[src/hdl/lpfd_pkg.sv]
// Shared types and constants for the length-prefixed frame deframer.
// No dependencies; every module of the block imports this package.
package lpfd_pkg;

    // Header: three big-endian words (length, client id, backend id).
    localparam int unsigned HEADER_BYTES = 12;
    localparam int unsigned HDR_CNT_W    = 4;
    localparam int unsigned MAX_LEN_W    = 21;

    localparam logic [HDR_CNT_W-1:0] HDR_LEN_END    = HDR_CNT_W'(4);
    localparam logic [HDR_CNT_W-1:0] HDR_CLIENT_END = HDR_CNT_W'(8);
    localparam logic [HDR_CNT_W-1:0] HDR_LAST       = HDR_CNT_W'(HEADER_BYTES - 1);

    localparam logic [MAX_LEN_W-1:0] MAX_LEN_RESET = MAX_LEN_W'(65536);

    typedef enum logic [1:0] {
        KIND_PAYLOAD = 2'd0,
        KIND_EMPTY   = 2'd1,
        KIND_DROP    = 2'd2
    } t_kind;

    // One result record as it travels from the parser to the output stage.
    typedef struct packed {
        t_kind       kind;
        logic [7:0]  payload_byte;
        logic [31:0] client_tag;
        logic [31:0] server_tag;
        logic [31:0] frame_length;
        logic        last;
    } t_rec;

    // Write side of the record queue.
    typedef struct packed {
        logic wr_en;
        t_rec rec;
    } t_q_wr;

endpackage

[src/hdl/length_prefixed_frame_deframer.sv]
// Length-prefixed frame deframer: one byte of the stream is taken per push, at a
// sustained rate of one byte per clock while full is low. Each frame starts with a
// 12-byte header of three big-endian 32-bit words (payload length, client id, backend
// id). Header bytes give no result, except the last one, which gives a drop result
// (kind 2) if the length exceeds max_payload_len, or an empty-frame result (kind 1) if
// the length is zero. Otherwise every payload byte comes out as one kind 0 result with
// both ids and the length, and last marks the final byte. After a drop the next byte
// is taken as the start of a new header. A result is written into a four-entry record
// queue at the edge that transfers its byte and then loaded into one output register;
// these let the input keep streaming while the reader stalls, and full rises only once
// all of them hold results. Write max_payload_len only while idle.
// Depends on lpfd_pkg, lpfd_front, lpfd_queue and lpfd_back.
module length_prefixed_frame_deframer
    import lpfd_pkg::*;
#(
    parameter int unsigned QUEUE_DEPTH = 4
) (
    input  logic                 i_clk,
    input  logic                 i_rst_n,
    // byte stream in
    input  logic                 push,
    output logic                 full,
    input  logic [7:0]           i_data_byte,
    // results out
    output logic                 empty,
    input  logic                 pop,
    output logic [1:0]           o_kind,
    output logic [7:0]           o_payload_byte,
    output logic [31:0]          o_client_tag,
    output logic [31:0]          o_server_tag,
    output logic [31:0]          o_frame_length,
    output logic                 o_last,
    // max_payload_len write channel
    input  logic                 i_cfg_valid,
    output logic                 o_cfg_ready,
    input  logic [MAX_LEN_W-1:0] i_cfg_data
);

    t_q_wr q_wr;
    t_rec  q_rec;
    t_rec  out_rec;
    logic  q_full;
    logic  q_not_empty;
    logic  q_rd_en;
    logic  out_valid;
    logic  byte_accept;

    // Transfer a byte when the queue has room for whatever it may produce.
    assign full        = q_full;
    assign byte_accept = push && !q_full;
    assign o_cfg_ready = 1'b1;

    lpfd_front u_front (
        .i_clk       (i_clk),
        .i_rst_n     (i_rst_n),
        .i_accept    (byte_accept),
        .i_data_byte (i_data_byte),
        .i_cfg_we    (i_cfg_valid),
        .i_cfg_data  (i_cfg_data),
        .o_q_wr      (q_wr)
    );

    lpfd_queue #(
        .DEPTH (QUEUE_DEPTH)
    ) u_queue (
        .i_clk       (i_clk),
        .i_rst_n     (i_rst_n),
        .i_wr        (q_wr),
        .i_rd_en     (q_rd_en),
        .o_full      (q_full),
        .o_not_empty (q_not_empty),
        .o_rd_rec    (q_rec)
    );

    // Hold the oldest result until the reader pops it.
    lpfd_back u_back (
        .i_clk         (i_clk),
        .i_rst_n       (i_rst_n),
        .i_q_not_empty (q_not_empty),
        .i_q_rec       (q_rec),
        .i_pop         (pop),
        .o_q_rd_en     (q_rd_en),
        .o_valid       (out_valid),
        .o_rec         (out_rec)
    );

    assign empty          = !out_valid;
    assign o_kind         = out_rec.kind;
    assign o_payload_byte = out_rec.payload_byte;
    assign o_client_tag   = out_rec.client_tag;
    assign o_server_tag   = out_rec.server_tag;
    assign o_frame_length = out_rec.frame_length;
    assign o_last         = out_rec.last;

    // Drop and empty-frame results are always the final result of their frame and carry a zero payload byte.
    a_non_payload_is_last: assert property (@(posedge i_clk) disable iff (!i_rst_n)
        (!empty && (o_kind != KIND_PAYLOAD)) |-> o_last && (o_payload_byte == 8'd0))
        else $error("non-payload result without last or with a payload byte");

endmodule

[src/hdl/lpfd_front.sv]
// Header parser and payload counter of the frame deframer.
// Depends on lpfd_pkg; feeds records into lpfd_queue.
module lpfd_front
    import lpfd_pkg::*;
(
    input  logic                 i_clk,
    input  logic                 i_rst_n,
    input  logic                 i_accept,
    input  logic [7:0]           i_data_byte,
    input  logic                 i_cfg_we,
    input  logic [MAX_LEN_W-1:0] i_cfg_data,
    output t_q_wr                o_q_wr
);

    logic                 r_in_payload, n_in_payload;
    logic [HDR_CNT_W-1:0] r_hdr_cnt, n_hdr_cnt;
    logic [31:0]          r_len, n_len;
    logic [31:0]          r_client, n_client;
    logic [31:0]          r_server, n_server;
    logic [31:0]          r_left, n_left;
    logic [MAX_LEN_W-1:0] r_max_len;

    always_comb begin
        n_in_payload = r_in_payload;
        n_hdr_cnt    = r_hdr_cnt;
        n_len        = r_len;
        n_client     = r_client;
        n_server     = r_server;
        n_left       = r_left;
        o_q_wr       = '0;
        o_q_wr.rec.client_tag   = r_client;
        o_q_wr.rec.server_tag   = r_server;
        o_q_wr.rec.frame_length = r_len;
        o_q_wr.rec.kind         = KIND_PAYLOAD;
        if (i_accept) begin
            if (r_in_payload) begin
                n_left = r_left - 32'd1;
                o_q_wr.wr_en            = 1'b1;
                o_q_wr.rec.payload_byte = i_data_byte;
                o_q_wr.rec.last         = (r_left == 32'd1);
                if (r_left == 32'd1) begin
                    n_in_payload = 1'b0;
                end
            end else begin
                if (r_hdr_cnt < HDR_LEN_END) begin
                    n_len = {r_len[23:0], i_data_byte};
                end else if (r_hdr_cnt < HDR_CLIENT_END) begin
                    n_client = {r_client[23:0], i_data_byte};
                end else begin
                    n_server = {r_server[23:0], i_data_byte};
                end
                n_hdr_cnt = r_hdr_cnt + 1'b1;
                if (r_hdr_cnt == HDR_LAST) begin
                    n_hdr_cnt             = '0;
                    o_q_wr.rec.server_tag = n_server;
                    o_q_wr.rec.last       = 1'b1;
                    if (r_len > {{(32-MAX_LEN_W){1'b0}}, r_max_len}) begin
                        o_q_wr.wr_en    = 1'b1;
                        o_q_wr.rec.kind = KIND_DROP;
                    end else if (r_len == 32'd0) begin
                        o_q_wr.wr_en    = 1'b1;
                        o_q_wr.rec.kind = KIND_EMPTY;
                    end else begin
                        n_left       = r_len;
                        n_in_payload = 1'b1;
                    end
                end
            end
        end
    end

    always_ff @(posedge i_clk) begin
        if (!i_rst_n) begin
            r_in_payload <= 1'b0;
            r_hdr_cnt    <= '0;
            r_max_len    <= MAX_LEN_RESET;
        end else begin
            r_in_payload <= n_in_payload;
            r_hdr_cnt    <= n_hdr_cnt;
            if (i_cfg_we) begin
                r_max_len <= i_cfg_data;
            end
        end
    end

    always_ff @(posedge i_clk) begin
        r_len    <= n_len;
        r_client <= n_client;
        r_server <= n_server;
        r_left   <= n_left;
    end

    // Payload mode only starts at a header boundary and always has bytes left.
    a_payload_at_boundary: assert property (@(posedge i_clk) disable iff (!i_rst_n)
        r_in_payload |-> (r_hdr_cnt == '0) && (r_left != 32'd0))
        else $error("payload mode with header count or zero byte count");

    a_hdr_cnt_range: assert property (@(posedge i_clk) disable iff (!i_rst_n)
        r_hdr_cnt <= HDR_LAST)
        else $error("header count past header end");

endmodule

[src/hdl/lpfd_queue.sv]
// Short record queue between parser and output stage.
// Depends on lpfd_pkg for the record and write-port types.
module lpfd_queue
    import lpfd_pkg::*;
#(
    parameter int unsigned DEPTH = 4
) (
    input  logic  i_clk,
    input  logic  i_rst_n,
    input  t_q_wr i_wr,
    input  logic  i_rd_en,
    output logic  o_full,
    output logic  o_not_empty,
    output t_rec  o_rd_rec
);

    localparam int unsigned PTR_W = $clog2(DEPTH);
    localparam int unsigned CNT_W = $clog2(DEPTH + 1);

    t_rec               mem [DEPTH];
    logic [PTR_W-1:0]   r_wr_ptr, r_rd_ptr;
    logic [CNT_W-1:0]   r_cnt;

    function automatic logic [PTR_W-1:0] ptr_inc(input logic [PTR_W-1:0] p);
        ptr_inc = (p == PTR_W'(DEPTH - 1)) ? '0 : p + 1'b1;
    endfunction

    assign o_full      = (r_cnt == CNT_W'(DEPTH));
    assign o_not_empty = (r_cnt != '0);
    assign o_rd_rec    = mem[r_rd_ptr];

    always_ff @(posedge i_clk) begin
        if (i_wr.wr_en) begin
            mem[r_wr_ptr] <= i_wr.rec;
        end
    end

    always_ff @(posedge i_clk) begin
        if (!i_rst_n) begin
            r_wr_ptr <= '0;
            r_rd_ptr <= '0;
            r_cnt    <= '0;
        end else begin
            if (i_wr.wr_en) begin
                r_wr_ptr <= ptr_inc(r_wr_ptr);
            end
            if (i_rd_en) begin
                r_rd_ptr <= ptr_inc(r_rd_ptr);
            end
            case ({i_wr.wr_en, i_rd_en})
                2'b10:   r_cnt <= r_cnt + 1'b1;
                2'b01:   r_cnt <= r_cnt - 1'b1;
                default: r_cnt <= r_cnt;
            endcase
        end
    end

    a_no_overflow: assert property (@(posedge i_clk) disable iff (!i_rst_n)
        i_wr.wr_en |-> !o_full)
        else $error("record written into a full queue");

    a_no_underflow: assert property (@(posedge i_clk) disable iff (!i_rst_n)
        i_rd_en |-> o_not_empty)
        else $error("record read from an empty queue");

endmodule

[src/hdl/lpfd_back.sv]
// Output register stage of the frame deframer: holds the oldest result.
// Depends on lpfd_pkg; drains lpfd_queue.
module lpfd_back
    import lpfd_pkg::*;
(
    input  logic i_clk,
    input  logic i_rst_n,
    input  logic i_q_not_empty,
    input  t_rec i_q_rec,
    input  logic i_pop,
    output logic o_q_rd_en,
    output logic o_valid,
    output t_rec o_rec
);

    logic r_valid;
    t_rec r_rec;
    logic load;

    // Refill whenever the register is free or being taken this cycle.
    assign load      = i_q_not_empty && (!r_valid || i_pop);
    assign o_q_rd_en = load;
    assign o_valid   = r_valid;
    assign o_rec     = r_rec;

    always_ff @(posedge i_clk) begin
        if (!i_rst_n) begin
            r_valid <= 1'b0;
        end else if (load) begin
            r_valid <= 1'b1;
        end else if (i_pop) begin
            r_valid <= 1'b0;
        end
    end

    always_ff @(posedge i_clk) begin
        if (load) begin
            r_rec <= i_q_rec;
        end
    end

endmodule

[config.mk]
export PLATFORM = sky130hd
export DESIGN_NAME = length_prefixed_frame_deframer
export DESIGN_NICKNAME = d
export VERILOG_FILES = /design/src/hdl/lpfd_pkg.sv /design/src/hdl/length_prefixed_frame_deframer.sv /design/src/hdl/lpfd_front.sv /design/src/hdl/lpfd_queue.sv /design/src/hdl/lpfd_back.sv
export SDC_FILE = /design/constraint.sdc
export NUM_CORES = 1
export LEC_CHECK = 0
export BUFFER_PORTS_ARGS = -buffer_cell sky130_fd_sc_hd__buf_4
export CORE_ASPECT_RATIO = 1.25
export CORE_MARGIN = 1
export CORE_UTILIZATION = 35
export CTS_BUF_LIST = sky130_fd_sc_hd__clkbuf_8
export DETAILED_ROUTE_END_ITERATION = 6
export PLACE_DENSITY = 0.63
export SYNTH_ARGS = -nofsm -noshare
export SYNTH_HDL_FRONTEND = slang
export SYNTH_SLANG_ARGS = --single-unit
[constraint.sdc]
create_clock -name i_clk -period 8.3 [get_ports i_clk]
set_clock_uncertainty 0.05 [all_clocks]
set_input_delay 0.415 -clock i_clk [delete_from_list [all_inputs] [get_ports i_clk]]
set_output_delay 0.415 -clock i_clk [all_outputs]
set_load 0.02 [all_outputs]
==> flow_metrics.tcl <==
set metrics [dict create \
    status "finished with violations" \
    violations "design-rule violations" \
    final_common_cell "edfxtp_1" \
    min_period_over_period_pct 61.0 \
    yosys_warnings 0 \
    crit_top_cell "buf_4" \
    clk_latency_ns 0.73 \
    pwr-share-seq_pct 53.0 \
    cts_htree_levels 3 \
    grt.overflow.total 0 \
    synth-async-reset-ratio_pct 0 \
    min_period_ns 5.06 \
    initial_utilization_pct 35.3 \
    crit_type "reg2reg" \
    netlist_area_sq_um 26300 \
    tightest_slew_ns 1.23 \
    hold_path_class "in2reg" \
    path_delay_family "compound AO/OA/AOI/OAI gates" \
    grt_start_max_net_pins 76 \
    drc 16 \
    clkPwrFrac_pct 29.1 \
    routedWlPerCell_um 21.0 \
    seq_area_frac_synth_pct 78.2 \
    syn_nets 1380 \
    area_delta_synth_final_pct 16.8 \
    ant_nets 0 \
    routabilityCongestion 0.745 \
    worst_setup_path_end_kind "flip-flop" \
    hold_viol_final 0 \
    drv_slew 0 \
    cts_tree "yes" \
    leakagePower_nw 9.65 \
    dpl.hpwl_um 33500 \
    synth_top_area_share_pct 75.6 \
    vias_per_cell 4.88 \
    postPlaceCellArea_sq_um 28600 \
    antenna_found_initial 3 \
    cts-root-buf "clkbuf_8" \
    synthTopCellsByArea "edfxtp_1 (76%), mux4_2 (9.1%), dfxtp_1 (2.6%)" \
    p_per_area_nw_per_um2 283 \
    grt_usage_pct 14.5 \
    syn_area_per_cell_sq_um 20.0 \
    cts-buffers-inserted 103 \
    p_sw_mw 2.49 \
    cp_data_required_time_ns 8.58 \
    die_h_um 309 \
    ctsHoldBuffers 31 \
    die_area_sq_um 76400 \
    fin_util_pct 41.3 \
    ys.flop_type "edfxtp_1" \
    wl_um 54700 \
    multiInputGateArea_sq_um 5460 \
    initialDrtViolationCount 971 \
    hold-worst-slack_ns 0.0882 \
    ys_types 46 \
    synth_edf_count 663 \
    regArea_sq_um 20600 \
    clk_pin_slew_ns 0.06 \
    hold_depth 2 \
    yosysTopAreaCell "edfxtp_1" \
    final_area_sq_um 30800 \
    ys_seq_elements 697 \
    cts_sinks 697 \
    fin_nets 1625 \
    critPathLaunchType "flip-flop" \
    crit_chain "ha_1 -> nand4_1 -> a2111oi_0 -> and4b_1 -> a21boi_0 -> a31o_2 -> and2_4 -> buf_4 -> buf_4" \
    worstPathArrival_ns 5.34 \
    die_w_um 247 \
    setup_tns_ns 0 \
    fmaxAchievable_mhz 198 \
    cts_resized 0 \
    slowest_stage "a21boi_0" \
    cts.path.max_buffers 3 \
    cp_max_fo 38 \
    via_count 12745 \
    layout_common_cells "edfxtp_1 (663), buf_4 (158), mux4_2 (107)" \
    first_global_vias 13374 \
    synthCells 1315 \
    grt_first_pass_wirelength_um 82000 \
    critPathMaxStageDelay_ns 0.63 \
    setup_viol 0 \
    rsz0062_at_grt "no" \
    power_mw 8.72 \
    max-cap-violations 0 \
    fill_cells 6648 \
    dr.pass1.iters 7 \
    comb_power_share_pct 18.0 \
    vdd_drop_max_mv 0.289 \
    coreArea_sq_um 74600 \
    drive_above_1_share_pct 28.0 \
    pin_count 144 \
    path_buf_inv 2 \
    timing.slew.headroom_pct 18.0 \
    intPower_mw 6.23 \
    rr_worst_depth 9 \
    rows 112 \
    cp.depth 9 \
    swShare_pct 28.5 \
    post_cts_buffers 0 \
    io_buffers 142 \
]
## routing by layer
metal	up-vias	wire length, um	track usage (%)
met1	6549	23500	19.3
li1	5735	-	-
met2	366	26800	23.3
met3	95	2970	3.04
met4	0	1440	5.26
met5	-	0	0
## state kept, by name, summed over array words and instances, names as in the netlist
signal                count
u_queue.mem             428
u_front.r_left           32
u_back.o_rec            107
u_front.r_server         32
u_queue.r_cnt             3
u_front.r_len            32
u_front.r_hdr_cnt         4
u_front.r_max_len        21
u_front.r_in_payload      1
u_queue.r_rd_ptr          2
u_front.r_client         32
u_back.o_valid            1
u_queue.r_wr_ptr          2
## power by group through the flow
stage | combinational, mW | clock, mW | sequential (mW)
detailed placement | 1.60 | 0 | 4.70
floorplan | 0.834 | 0 | 4.90
CTS | 1.62 | 2.62 | 4.63
global placement | 1.59 | 0 | 4.69
finish | 1.57 | 2.54 | 4.62
global route | 1.69 | 2.75 | 4.66
## metrics by stage
step	setup slack, ns	instances
after floorplan	0.532	1315
after global placement	3.36	2393
after detailed placement	3.23	2393
after CTS	3.18	2609
after global routing	3.00	2610
final	3.24	2610
## final cells by class
| cell class | instances | share of cell area (%) |
|---|---|---|
| antenna | 1 | 0.00814 |
| clock buffer | 103 | 4.61 |
| clock inverter | 82 | 1.42 |
| inverter | 35 | 0.427 |
| multi-input combinational | 534 | 17.8 |
| sequential | 697 | 67.0 |
| tap | 969 | 3.94 |
| timing repair buffer | 189 | 4.87 |
## worst paths after layout
check / start / end / slack, ns
max reg2reg: u_front.r_len[14] / u_queue.mem[2][93] / 3.24
min: i_rst_n / u_front.r_max_len[2] / 0.09
min reg2reg: u_front.r_hdr_cnt[1] / u_front.r_hdr_cnt[1] / 0.44
max: u_front.r_len[14] / u_queue.mem[2][93] / 3.24
## cell families after synthesis
logic type,after synthesis,share of synthesized area (%)
other,1,0.0142
buffers and inverters,84,1.23
AO/OA/AOI/OAI,66,1.43
AND/OR/NAND/NOR,222,4.35
flip-flops,697,78.2
adder cells (fa/ha/maj),31,1.50
multiplexers,183,12.3
XOR/XNOR,31,1.03
## synthesized netlist by cell type, types with 10 or more instances
cell type,instances
nand2_1,65
nor2_1,52
clkbuf_1,29
a21oi_1,40
inv_1,35
xor2_1,10
nor4_1,13
mux2i_1,25
edfxtp_1,663
mux4_2,107
buf_1,15
mux2_2,51
and3_1,10
nor3_1,11
nor2b_1,27
dfxtp_1,34
ha_1,30
xnor2_1,21
nand4_1,10
(Power assumes the default switching activity.)
